--- src/hdl/sise_pkg.sv ---
// Shared types, constants and codes of the sorted identifier set engine.
`timescale 1ns / 1ps
package sise_pkg;

  localparam int CAPACITY = 64;
  localparam int CNT_W    = $clog2(CAPACITY + 1);
  localparam int ADDR_W   = (CAPACITY > 1) ? $clog2(CAPACITY) : 1;
  localparam int VAL_W    = 32;
  localparam int IDX_W    = 6;
  localparam int CNT_OUT_W = 7;
  localparam int CMP_W    = (CNT_W > IDX_W) ? CNT_W : IDX_W;

  typedef enum logic [1:0] {
    FN_INSERT = 2'd0,
    FN_REMOVE = 2'd1,
    FN_READ   = 2'd2,
    FN_NOP    = 2'd3
  } func_e;

  typedef enum logic [2:0] {
    ST_OK      = 3'd0,
    ST_DUP     = 3'd1,
    ST_FULL    = 3'd2,
    ST_MISSING = 3'd3,
    ST_RANGE   = 3'd4
  } status_e;

  typedef enum logic [3:0] {
    S_IDLE,
    S_DISPATCH,
    S_SRCH_CHK,
    S_SRCH_CMP,
    S_INS_CHK,
    S_INS_WR,
    S_REM_CHK,
    S_REM_WR,
    S_RD_WAIT
  } state_e;

  typedef enum logic [2:0] {
    PTR_HOLD,
    PTR_ZERO,
    PTR_INC,
    PTR_DEC,
    PTR_COUNT
  } ptr_op_e;

  typedef enum logic [1:0] {
    RA_PTR,
    RA_PTR_M1,
    RA_PTR_P1,
    RA_INDEX
  } rd_addr_e;

  typedef enum logic {
    WR_SHIFT,
    WR_VALUE
  } wr_sel_e;

  typedef enum logic [1:0] {
    CNT_HOLD,
    CNT_INC,
    CNT_DEC
  } cnt_op_e;

  typedef struct packed {
    logic [1:0]              func;
    logic signed [VAL_W-1:0] value;
    logic [IDX_W-1:0]        index;
  } req_t;

  typedef struct packed {
    logic [CNT_OUT_W-1:0]    count;
    logic signed [VAL_W-1:0] read_value;
    logic [2:0]              status;
  } rsp_t;

  // controller -> datapath
  typedef struct packed {
    logic     load;
    ptr_op_e  ptr_op;
    logic     pos_load;
    logic     rd_en;
    rd_addr_e rd_sel;
    logic     wr_en;
    wr_sel_e  wr_sel;
    cnt_op_e  cnt_op;
    logic     res_en;
    logic     res_rd;
    status_e  res_status;
  } cmd_t;

  // datapath -> controller
  typedef struct packed {
    logic [1:0] func;
    logic       ptr_at_count;
    logic       ptr_at_pos;
    logic       ptr_p1_lt_count;
    logic       key_lt;
    logic       key_eq;
    logic       full;
    logic       index_ok;
  } sts_t;

endpackage

--- src/hdl/sise_datapath.sv ---
// Datapath: element store, pointers, count and result register.
`timescale 1ns / 1ps
module sise_datapath (
  input  logic            clk_i,
  input  logic            rst_ni,
  input  sise_pkg::cmd_t  cmd_i,
  input  sise_pkg::req_t  req_i,
  output sise_pkg::sts_t  sts_o,
  output logic            done_o,
  output sise_pkg::rsp_t  rsp_o
);

  logic [sise_pkg::VAL_W-1:0]  mem [sise_pkg::CAPACITY];

  sise_pkg::req_t              req_q;
  logic [sise_pkg::CNT_W-1:0]  count_q, count_d;
  logic [sise_pkg::CNT_W-1:0]  ptr_q, ptr_d;
  logic [sise_pkg::CNT_W-1:0]  pos_q;
  logic [sise_pkg::CNT_W-1:0]  ptr_m1, ptr_p1;
  logic signed [sise_pkg::VAL_W-1:0] rd_data_q;
  logic [sise_pkg::ADDR_W-1:0] rd_addr, wr_addr;
  logic [sise_pkg::VAL_W-1:0]  wr_data;
  logic                        done_q;
  sise_pkg::rsp_t              rsp_q;

  assign ptr_m1 = ptr_q - sise_pkg::CNT_W'(1);
  assign ptr_p1 = ptr_q + sise_pkg::CNT_W'(1);

  always_comb begin
    case (cmd_i.ptr_op)
      sise_pkg::PTR_ZERO:  ptr_d = '0;
      sise_pkg::PTR_INC:   ptr_d = ptr_p1;
      sise_pkg::PTR_DEC:   ptr_d = ptr_m1;
      sise_pkg::PTR_COUNT: ptr_d = count_q;
      default:             ptr_d = ptr_q;
    endcase
  end

  always_comb begin
    case (cmd_i.cnt_op)
      sise_pkg::CNT_INC: count_d = count_q + sise_pkg::CNT_W'(1);
      sise_pkg::CNT_DEC: count_d = count_q - sise_pkg::CNT_W'(1);
      default:           count_d = count_q;
    endcase
  end

  always_comb begin
    case (cmd_i.rd_sel)
      sise_pkg::RA_PTR_M1: rd_addr = ptr_m1[sise_pkg::ADDR_W-1:0];
      sise_pkg::RA_PTR_P1: rd_addr = ptr_p1[sise_pkg::ADDR_W-1:0];
      sise_pkg::RA_INDEX:  rd_addr = sise_pkg::ADDR_W'(req_q.index);
      default:             rd_addr = ptr_q[sise_pkg::ADDR_W-1:0];
    endcase
  end

  assign wr_addr = ptr_q[sise_pkg::ADDR_W-1:0];
  assign wr_data = (cmd_i.wr_sel == sise_pkg::WR_VALUE) ? req_q.value : rd_data_q;

  always_ff @(posedge clk_i) begin
    if (cmd_i.wr_en) begin
      mem[wr_addr] <= wr_data;
    end
  end

  always_ff @(posedge clk_i) begin
    if (cmd_i.rd_en) begin
      rd_data_q <= mem[rd_addr];
    end
  end

  always_ff @(posedge clk_i) begin
    if (cmd_i.load) begin
      req_q <= req_i;
    end
    if (cmd_i.pos_load) begin
      pos_q <= ptr_q;
    end
    if (cmd_i.res_en) begin
      rsp_q.count      <= sise_pkg::CNT_OUT_W'(count_d);
      rsp_q.read_value <= cmd_i.res_rd ? rd_data_q : '0;
      rsp_q.status     <= cmd_i.res_status;
    end
  end

  always_ff @(posedge clk_i or negedge rst_ni) begin
    if (!rst_ni) begin
      count_q <= '0;
      ptr_q   <= '0;
      done_q  <= 1'b0;
    end else begin
      count_q <= count_d;
      ptr_q   <= ptr_d;
      done_q  <= cmd_i.res_en;
    end
  end

  assign sts_o.func            = req_q.func;
  assign sts_o.ptr_at_count    = (ptr_q == count_q);
  assign sts_o.ptr_at_pos      = (ptr_q == pos_q);
  assign sts_o.ptr_p1_lt_count = (ptr_p1 < count_q);
  assign sts_o.key_lt          = (rd_data_q < req_q.value);
  assign sts_o.key_eq          = (rd_data_q == req_q.value);
  assign sts_o.full            = (count_q >= sise_pkg::CNT_W'(sise_pkg::CAPACITY));
  assign sts_o.index_ok        = (sise_pkg::CMP_W'(req_q.index) < sise_pkg::CMP_W'(count_q));

  assign done_o = done_q;
  assign rsp_o  = rsp_q;

endmodule

--- src/hdl/sise_ctrl.sv ---
// Controller: sequences search, shift and read steps over the element store.
`timescale 1ns / 1ps
module sise_ctrl (
  input  logic            clk_i,
  input  logic            rst_ni,
  input  logic            start,
  output logic            busy,
  input  sise_pkg::sts_t  sts_i,
  output sise_pkg::cmd_t  cmd_o
);

  sise_pkg::state_e state_q, state_d;
  logic             is_ins, is_rem, is_rd;

  assign is_ins = (sts_i.func == sise_pkg::FN_INSERT);
  assign is_rem = (sts_i.func == sise_pkg::FN_REMOVE);
  assign is_rd  = (sts_i.func == sise_pkg::FN_READ);

  always_ff @(posedge clk_i or negedge rst_ni) begin
    if (!rst_ni) begin
      state_q <= sise_pkg::S_IDLE;
    end else begin
      state_q <= state_d;
    end
  end

  // next state
  always_comb begin
    state_d = state_q;
    unique case (state_q)
      sise_pkg::S_IDLE: begin
        if (start) state_d = sise_pkg::S_DISPATCH;
      end
      sise_pkg::S_DISPATCH: begin
        if (is_ins || is_rem)              state_d = sise_pkg::S_SRCH_CHK;
        else if (is_rd && sts_i.index_ok)  state_d = sise_pkg::S_RD_WAIT;
        else                               state_d = sise_pkg::S_IDLE;
      end
      sise_pkg::S_SRCH_CHK: begin
        if (!sts_i.ptr_at_count)            state_d = sise_pkg::S_SRCH_CMP;
        else if (is_ins && !sts_i.full)     state_d = sise_pkg::S_INS_CHK;
        else                                state_d = sise_pkg::S_IDLE;
      end
      sise_pkg::S_SRCH_CMP: begin
        if (sts_i.key_lt)                   state_d = sise_pkg::S_SRCH_CHK;
        else if (sts_i.key_eq)              state_d = is_rem ? sise_pkg::S_REM_CHK
                                                             : sise_pkg::S_IDLE;
        else if (is_ins && !sts_i.full)     state_d = sise_pkg::S_INS_CHK;
        else                                state_d = sise_pkg::S_IDLE;
      end
      sise_pkg::S_INS_CHK: begin
        state_d = sts_i.ptr_at_pos ? sise_pkg::S_IDLE : sise_pkg::S_INS_WR;
      end
      sise_pkg::S_INS_WR:  state_d = sise_pkg::S_INS_CHK;
      sise_pkg::S_REM_CHK: begin
        state_d = sts_i.ptr_p1_lt_count ? sise_pkg::S_REM_WR : sise_pkg::S_IDLE;
      end
      sise_pkg::S_REM_WR:  state_d = sise_pkg::S_REM_CHK;
      sise_pkg::S_RD_WAIT: state_d = sise_pkg::S_IDLE;
      default:             state_d = sise_pkg::S_IDLE;
    endcase
  end

  // outputs
  always_comb begin
    cmd_o = '0;
    unique case (state_q)
      sise_pkg::S_IDLE: begin
        if (start) begin
          cmd_o.load   = 1'b1;
          cmd_o.ptr_op = sise_pkg::PTR_ZERO;
        end
      end
      sise_pkg::S_DISPATCH: begin
        if (is_rd) begin
          if (sts_i.index_ok) begin
            cmd_o.rd_en  = 1'b1;
            cmd_o.rd_sel = sise_pkg::RA_INDEX;
          end else begin
            cmd_o.res_en     = 1'b1;
            cmd_o.res_status = sise_pkg::ST_RANGE;
          end
        end else if (!is_ins && !is_rem) begin
          cmd_o.res_en     = 1'b1;
          cmd_o.res_status = sise_pkg::ST_OK;
        end
      end
      sise_pkg::S_SRCH_CHK: begin
        if (!sts_i.ptr_at_count) begin
          cmd_o.rd_en  = 1'b1;
          cmd_o.rd_sel = sise_pkg::RA_PTR;
        end else if (is_ins && !sts_i.full) begin
          cmd_o.pos_load = 1'b1;
          cmd_o.ptr_op   = sise_pkg::PTR_COUNT;
        end else begin
          cmd_o.res_en     = 1'b1;
          cmd_o.res_status = is_ins ? sise_pkg::ST_FULL : sise_pkg::ST_MISSING;
        end
      end
      sise_pkg::S_SRCH_CMP: begin
        if (sts_i.key_lt) begin
          cmd_o.ptr_op = sise_pkg::PTR_INC;
        end else if (sts_i.key_eq) begin
          if (!is_rem) begin
            cmd_o.res_en     = 1'b1;
            cmd_o.res_status = sise_pkg::ST_DUP;
          end
        end else if (is_ins && !sts_i.full) begin
          cmd_o.pos_load = 1'b1;
          cmd_o.ptr_op   = sise_pkg::PTR_COUNT;
        end else begin
          cmd_o.res_en     = 1'b1;
          cmd_o.res_status = is_ins ? sise_pkg::ST_FULL : sise_pkg::ST_MISSING;
        end
      end
      sise_pkg::S_INS_CHK: begin
        if (sts_i.ptr_at_pos) begin
          cmd_o.wr_en      = 1'b1;
          cmd_o.wr_sel     = sise_pkg::WR_VALUE;
          cmd_o.cnt_op     = sise_pkg::CNT_INC;
          cmd_o.res_en     = 1'b1;
          cmd_o.res_status = sise_pkg::ST_OK;
        end else begin
          cmd_o.rd_en  = 1'b1;
          cmd_o.rd_sel = sise_pkg::RA_PTR_M1;
        end
      end
      sise_pkg::S_INS_WR: begin
        // move the element below up by one slot
        cmd_o.wr_en  = 1'b1;
        cmd_o.wr_sel = sise_pkg::WR_SHIFT;
        cmd_o.ptr_op = sise_pkg::PTR_DEC;
      end
      sise_pkg::S_REM_CHK: begin
        if (sts_i.ptr_p1_lt_count) begin
          cmd_o.rd_en  = 1'b1;
          cmd_o.rd_sel = sise_pkg::RA_PTR_P1;
        end else begin
          cmd_o.cnt_op     = sise_pkg::CNT_DEC;
          cmd_o.res_en     = 1'b1;
          cmd_o.res_status = sise_pkg::ST_OK;
        end
      end
      sise_pkg::S_REM_WR: begin
        cmd_o.wr_en  = 1'b1;
        cmd_o.wr_sel = sise_pkg::WR_SHIFT;
        cmd_o.ptr_op = sise_pkg::PTR_INC;
      end
      sise_pkg::S_RD_WAIT: begin
        cmd_o.res_en     = 1'b1;
        cmd_o.res_rd     = 1'b1;
        cmd_o.res_status = sise_pkg::ST_OK;
      end
      default: cmd_o = '0;
    endcase
  end

  assign busy = (state_q != sise_pkg::S_IDLE);

endmodule

--- src/hdl/sorted_id_set_engine_top.sv ---
// Top level of the sorted identifier set engine.
`timescale 1ns / 1ps
// Keeps an ascending, duplicate-free set of signed 32-bit identifiers in a
// 64-entry store and serves one request at a time: insert, remove, or read
// at an index. A request is taken when start is high and busy is low; in the
// cycle after the last step the result shows for a single cycle with done_o
// high, and it must be captured then, as the block cannot be stalled. The
// store has one read and one write port with a registered read, and insert
// and remove scan it linearly and then shift elements one slot at a time.
// busy falls in the cycle the result is shown, so a new request can follow
// directly. No clearing pass follows reset.
module sorted_id_set_engine_top (
  input  logic            clk_i,
  input  logic            rst_ni,
  input  logic            start,
  output logic            busy,
  input  sise_pkg::req_t  req_i,
  output logic            done_o,
  output sise_pkg::rsp_t  rsp_o
);

  sise_pkg::cmd_t cmd;
  sise_pkg::sts_t sts;

  sise_ctrl u_ctrl (
    .clk_i  (clk_i),
    .rst_ni (rst_ni),
    .start  (start),
    .busy   (busy),
    .sts_i  (sts),
    .cmd_o  (cmd)
  );

  sise_datapath u_datapath (
    .clk_i  (clk_i),
    .rst_ni (rst_ni),
    .cmd_i  (cmd),
    .req_i  (req_i),
    .sts_o  (sts),
    .done_o (done_o),
    .rsp_o  (rsp_o)
  );

endmodule

--- config.mk ---
export PLATFORM = sky130hd
export DESIGN_NAME = sorted_id_set_engine_top
export DESIGN_NICKNAME = d
export VERILOG_FILES = /design/src/hdl/sise_pkg.sv /design/src/hdl/sise_datapath.sv /design/src/hdl/sise_ctrl.sv /design/src/hdl/sorted_id_set_engine_top.sv
export SDC_FILE = /design/constraint.sdc
export NUM_CORES = 2
export LEC_CHECK = 0
export BUFFER_PORTS_ARGS = -buffer_cell sky130_fd_sc_hd__clkbuf_2
export CAP_MARGIN = 10
export CORE_ASPECT_RATIO = 0.9
export CORE_UTILIZATION = 40
export DETAILED_ROUTE_END_ITERATION = 10
export PLACE_DENSITY = 0.58
export SLEW_MARGIN = 40
export SYNTH_ARGS = -nofsm -noshare
export SYNTH_HDL_FRONTEND = slang
export SYNTH_SLANG_ARGS = --single-unit
--- constraint.sdc ---
create_clock -name clk_i -period 5.2 [get_ports clk_i]
set_input_delay 0.78 -clock clk_i [delete_from_list [all_inputs] [get_ports clk_i]]
set_output_delay 0.78 -clock clk_i [all_outputs]
set_load 0.1 [all_outputs]
# Yosys cells after proc, flatten, opt, wreduce, memory -nomap -nowiden
# Memory sizes are Yosys's and may differ from the RTL's. A register that Yosys moved wholly into a read port is not among the register bits.
# Cells that the tools add are included.
[totals] register_bits=108 ramBits=2048 in_bits=43 out_inout_bits=44 n_memories=1
[memory_table] name="u_datapath.mem" words=64 word_bits=32 rd=1 rd_ports_with_merged_regs=1 write_ports=1 line_no="sise_datapath.sv:13" rtl="logic [sise_pkg::VAL_W-1:0] mem [sise_pkg::CAPACITY];"
[classes] n_addsub=4 order_cmp=4 n_eq_ne=23 mux=55 n_reduce_logical=12
[op_table] operator="$mux 3" n=17
[op_table] operator="$mux 4" n=10
[op_table] operator="$eq 32x32->1" n=1
[op_table] operator="$lt 32x32->1" n=1
[op_table] operator="$mux 32" n=1
[op_table] operator="$pmux 4 s8" n=1
[op_table] operator="$pmux 7 s4" n=1
[op_table] operator="$pmux 6 s3" n=1
[op_table] operator="$eq 4x3->1 const B" n=4
[op_table] operator="$mux 1" n=15
[op_table] operator="$pmux 3 s5" n=1
[op_table] operator="$add 7x1->7 const B" n=2
[op_table] operator="$eq 7x7->1" n=2
[op_table] operator="$pmux 7 s2" n=1
[op_table] operator="$sub 7x1->7 const B" n=2
[op_table] operator="$pmux 3 s4" n=1
[op_table] operator="$pmux 3 s3" n=1
[op_table] operator="$eq 2x2->1 const B" n=4
[op_table] operator="$eq 4x2->1 const B" n=2
[op_table] operator="$pmux 2 s2" n=2
[op_table] operator="$reduce_bool 4->1" n=2
[op_table] operator="$ge 7x7->1 const B" n=1
[op_table] operator="$lt 6x7->1" n=1
[op_table] operator="$lt 7x7->1" n=1
[op_table] operator="other kinds (16)" n=23

# Depth between registers and ports, before layout
[depth] depth_word=9 depth_mapped=23 ltp_nobuf=21

# Hierarchy
# A second synthesis with hierarchy kept.
[unflattened] cells_unflattened=4282 area_unflattened_um2=86057.5
[by_module_without_submodules] mod="sise_datapath" instances=1 cells_per_inst=4203 area_each_um2=85514.5 seq_area_each_um2=65507.8
[by_module_without_submodules] mod="sise_ctrl" instances=1 cells_per_inst=79 area_each_um2=543.0 seq_area_each_um2=100.1

# Worst setup path before layout
# No wires, ideal clock.
[synth_timing] path_type="flip-flop to flip-flop" from="reg u_datapath.ptr_q[6] (netlist bit)" to="mem u_datapath.mem[0][1] (netlist bit) (data pin)" setup_time_ns=0.702 t_arrival_ns=4.174 required_time_ns=4.498 path_slack_ns=0.324 stages_incl_launch_ff=6 path_buffers=1 period_less_slack_ns=4.876 cell_sequence="dfrtp_1 > xor2_1 > nor4_4 > nand4_1 > clkbuf_1 > o21ai_0"
[synth_between] elab_chain_cells=4
[synth_rtl] element="start, declared" line_no="sise_datapath.sv:17" rtl="logic [sise_pkg::CNT_W-1:0] ptr_q, ptr_d;"
[synth_rtl] element="start signal, assigned" line_no="sise_datapath.sv:92" rtl="ptr_q <= ptr_d;"
[synth_rtl] element="$eq 7x7->1" line_no="sise_datapath.sv:99" rtl="assign sts_o.ptr_at_pos = (ptr_q == pos_q);"
[synth_rtl] element="$mux 5" line_no="sise_ctrl.sv:117" rtl="if (sts_i.ptr_at_pos) begin"
[synth_rtl] element="$pmux 2 s2" line_no="sise_ctrl.sv:67" rtl="unique case (state_q)"
[synth_rtl] element="$mux 32" line_no="sise_datapath.sv:57" rtl="assign wr_data = (cmd_i.wr_sel == sise_pkg::WR_VALUE) ? req_q.value : rd_data_q;"
[synth_rtl] element="named net u_datapath.wr_data, one bit" line_no="sise_datapath.sv:22" rtl="logic [sise_pkg::VAL_W-1:0] wr_data;"
[synth_rtl] element="end, declared" line_no="sise_datapath.sv:13"
# The timed path passes the listed nets, and every way through them passes these cells.

# Worst setup path after layout
[layout_timing] from="reg u_datapath.ptr_q[0] (netlist bit)" to="reg u_datapath.rd_data_q[12] (netlist bit) (read register of u_datapath.mem) (data pin)"
[layout_between] elab_chain_cells=6 elab_cells_between_ends=13 classes_between="add/sub: 2; order compare: 1; eq/ne: 5; mux: 5"
[layout_rtl] element="$add 7x1->7" line_no="sise_datapath.sv:27" rtl="assign ptr_p1 = ptr_q + sise_pkg::CNT_W'(1);"
[layout_rtl] element="$lt 7x7->1" line_no="sise_datapath.sv:100" rtl="assign sts_o.ptr_p1_lt_count = (ptr_p1 < count_q);"
[layout_rtl] element="$mux 3" line_no="sise_ctrl.sv:135" rtl="if (sts_i.ptr_p1_lt_count) begin"
[layout_rtl] element="$pmux 3 s4" line_no="sise_ctrl.sv:67"
[layout_rtl] element="$eq 2x2->1 / $eq 2x1->1 (equally long branches)" line_no="sise_datapath.sv:48" rtl="case (cmd_i.rd_sel)"
[layout_rtl] element="$pmux 6 s3" line_no="sise_datapath.sv:48"
[layout_rtl] element="end, declared" line_no="sise_datapath.sv:20" rtl="logic signed [sise_pkg::VAL_W-1:0] rd_data_q;"
# Parallel ways exist; a longest one is shown, timed or not.
# A chain may end at the register's enable or synchronous reset.

==> metrics.md <==
| Metric | Value |
|---|---|
| Status | `finished with violations` |
| Failing checks | `setup timing` |
| First-pass DRT Iterations | `6` |
| FF+latch count, synth | `2188` |
| Skew-Pair Late Insertion Delay | `slightly below 0.9 ns` |
| Core area | `216900 sq um` |
| DRT iter0 DRCs | `a little under 8000` |
| # DRC | `0` |
| FF-to-FF path depth | `18` |
| Die Area | `220400 sq um` |
| Post-Layout Cell Count | `9630` |
| Leakage | `approximately 36 nW` |
| Hold depth | `1` |
| Worst-margin pin slew | `roughly 0.92 ns` |
| CTS max path bufs | `3` |
| TritonCTS Sinks | `2188` |
| Fmax | `0.1894 GHz` |
| Synth top area cells | `edfxtp_1 75%, nand2_1 5.9%, mux2i_1 4.1%, nand3_1 3.6%, mux4_2 1.2%` |
| Clock transition at the registers of the reported paths | `around 0.070 ns` |
| Sequential area share after synthesis | `75.07%` |
| Post-DP HPWL | `183800 um` |
| CTS H-tree lvls | `4` |
| Initial core utilization | `40.29%` |
| Antenna-violating nets left | `0` |
| Hold crit path type | `input port to flop` |
| Reg2reg start | `u_datapath.ptr_q[0]$_DFFE_PN0P_` |
| EDFF count, synth | `2169` |
| Pwr Total | `between 0.07 and 0.08 W` |
| Post-Syn Area | `between 80000 and 90000 sq um` |
| Largest net degree at the start of global routing | `93` |
| Layout Nets | `6665` |
| Root buffer cell | `clkbuf_16` |
| Post-synth ARST share | `less than 1%` |
| Routed vias/inst | `5.830` |
| Final period util | `101.5%` |
| Drt total wl | `approximately 290000 um` |
| Post-synth cell types | `91` |
| CTS tree | `built` |
| GR Overflow Total | `0` |
| Clock Skew | `0.05633 ns` |
| Mean post-synth cell area | `14.54 sq um` |
| Synth top area share | `about three quarters` |
| VDD IR max | `0.4868 mV` |
| Final Max Slew Viols | `0` |
| DR vias | `56142` |
| Row cnt | `162` |
| Setup crit end kind | `flop` |
| PD cells | `674.0 nW/um^2` |
| Ports | `between 80 and 90` |
| Max cap viols | `0` |
| Reg2Reg Setup Slack | `-0.08 ns` |
| Worst Hold Path EP | `u_datapath.req_q[25]$_DFFE_PP_` |
| Critical Path RT | `5.79 ns` |
| CTS buffer count | `215` |
| Fin crit period | `5.280 ns` |
| Beginning of the worst hold path | `req_i[25]` |
| CP Max Fanout | `14` |
| Cell taking the most area after synthesis | `edfxtp_1` |
| I/O Buffers | `86` |
| Die Span Y | `approximately 450 um` |
| Relative slew slack | `38.85%` |
| Die width | `494.7 um` |
| Mapped Cells | `6009` |
| Setup CP Type | `flop to flop` |
| Antenna violations before repair | `19` |
| Setup WS post-layout | `-0.07989 ns` |
| Final setup fails | `2` |
| Main synth FF type | `edfxtp_1` |
| Startpoint types | `flop` |
| P&R area growth vs syn | `19.01%` |
| Worst R2R End | `u_datapath.rd_data_q[12]$_DFFE_PP_` |
| Fin. Hold Viols | `0` |
| Gr usage total | `25.76%` |
| Post-synthesis net count | `6105` |
| Syn. warnings | `0` |
| Most frequent cells after synthesis | `2169 x edfxtp_1, 1378 x nand2_1, 637 x nand3_1` |
| First-pass GRT wire length | `402300 um` |
| Critical path data arrival time | `5.87 ns` |
| Top-count cell post-synth | `edfxtp_1` |
| DP Cell Count | `between 9000 and 10000` |
| Vias in the first global route | `52312` |
| WL/cell | `29.89 um` |
| Fill cell count | `18559` |
| GPL Wtd Cong | `0.9384` |
| Proportion of layout cells with a drive suffix above 1 | `17.83%` |
## cell usage in the layout (no fill, tap or decap), drive strengths merged, types with 18 or more instances in the layout
master and instances:
o31ai 19, nand3 640, inv 59, ha 52, a32oi 48, diode 19, nor3 24, o211ai 19
buf 588, dfrtp 19, nand4 68, o21ai 90, clkbuf 369, or3 19, a31oi 48, a21oi 157
and2 36, mux2i 357, clkinv 87, mux4 46, edfxtp 2169, nand2 1378, and3 18, a22oi 48
a221oi 46, nor2 118
## metal layers
metal / global-route usage, % / up-vias / wire length [um]
li1: - / 23855 / -
met1: 36.91 / 28586 / 118100
met2: 37.75 / 3252 / 124800
met3: 6.009 / 445 / 32770
met4: 10.31 / 4 / 12240
met5: 0 / - / 30
## worst max-delay path by stage
| stage | start | end | slack, ns | cells past startpoint |
|---|---|---|---|---|
| 2_1_floorplan | u_datapath.ptr_q[6]$_DFFE_PN0P_ | u_datapath.mem[0][1]$_DFFE_PP_ | 0.32 | 5 |
| 4_1_cts | u_datapath.ptr_q[0]$_DFFE_PN0P_ | u_datapath.rd_data_q[31]$_DFFE_PP_ | -0.02 | 21 |
| 3_3_place_gp | u_datapath.ptr_q[0]$_DFFE_PN0P_ | u_datapath.rd_data_q[22]$_DFFE_PP_ | -0.72 | 23 |
| 6_report | u_datapath.ptr_q[0]$_DFFE_PN0P_ | u_datapath.rd_data_q[12]$_DFFE_PP_ | -0.08 | 18 |
| 5_1_grt | u_datapath.ptr_q[0]$_DFFE_PN0P_ | u_datapath.rd_data_q[12]$_DFFE_PP_ | -0.08 | 18 |
| 3_5_place_dp | u_datapath.ptr_q[0]$_DFFE_PN0P_ | u_datapath.rd_data_q[23]$_DFFE_PP_ | -0.35 | 20 |
## per-stage QoR
stage | setup WS, ns | hold WS, ns | area [sq um] | utilization, % | setup TNS (ns)
2_1_floorplan | 0.3240 | 0.4453 | 87390 | - | 0
3_3_place_gp | -0.7243 | 0.6009 | 96140 | 44.33 | -5.839
3_5_place_dp | -0.3471 | 0.6085 | 96500 | 44.49 | -2.196
4_1_cts | -0.02380 | 0.04186 | 103500 | 47.74 | -0.03239
5_1_grt | -0.08162 | 0.06555 | 104000 | 47.95 | -0.1299
6_report | -0.07989 | 0.09813 | 104000 | 47.95 | -0.1146
## timing repair
action                                  4_1_cts  5_1_grt
endpoints found under the setup margin       16       31
hold buffers                                  1        0
setup buffers                                 9        8
cloned                                        2        3
gates resized for setup                      23       50
hold endpoints to repair                     19        0
pin swaps                                    11       19
## power by group
group	internal [W]	switching [W]
registers	0.0227	0.000641
logic	0.0102	0.0214
clock network	0.00846	0.00670
total	0.0414	0.0287
## flip-flops by register name (all words and copies together) (netlist names)
name / flops
u_datapath.done_o: 1
u_datapath.sts_o: 2
u_datapath.rd_data_q: 32
u_ctrl.state_q: 4
u_datapath.ptr_q: 7
u_datapath.req_q: 38
u_datapath.pos_q: 7
u_datapath.mem: 2048
u_datapath.count_q: 7
u_datapath.rsp_o: 42
## area by class of cell
cell class	count	area (sq um)	area share, %
flip-flops and latches	2188	65610	63.08
clock inverters	109	1002	0.9636
repair buffers	680	6579	6.325
well taps	2870	3591	3.453
diodes	19	47.55	0.04571
clock buffers	280	5751	5.529
inverters	55	210.2	0.2021
multi-input cells	3429	21220	20.40
## critical path, cell delays in order (launching register included)
cell,delay [ns]
dfrtp_2,0.45
buf_12,0.17
inv_1,0.18
ha_1,0.29
ha_1,0.19
a21oi_1,0.16
a21oi_1,0.09
buf_4,0.16
or3_4,0.39
o2111ai_4,0.12
and3_4,0.31
buf_12,0.14
buf_12,0.14
buf_16,0.15
buf_4,0.13
mux4_2,0.48
o211ai_1,0.25
nand4_1,0.63
or3_1,0.59
## logic make-up after synthesis
kind of cell,share of synthesized area (%)
flops,75.07
compound gates,4.748
buf+inv,2.105
simple gates,11.75
xor+xnor,0.2606
fa+ha+maj,0.7674
mux,5.292
(Power assumes the default switching activity.)
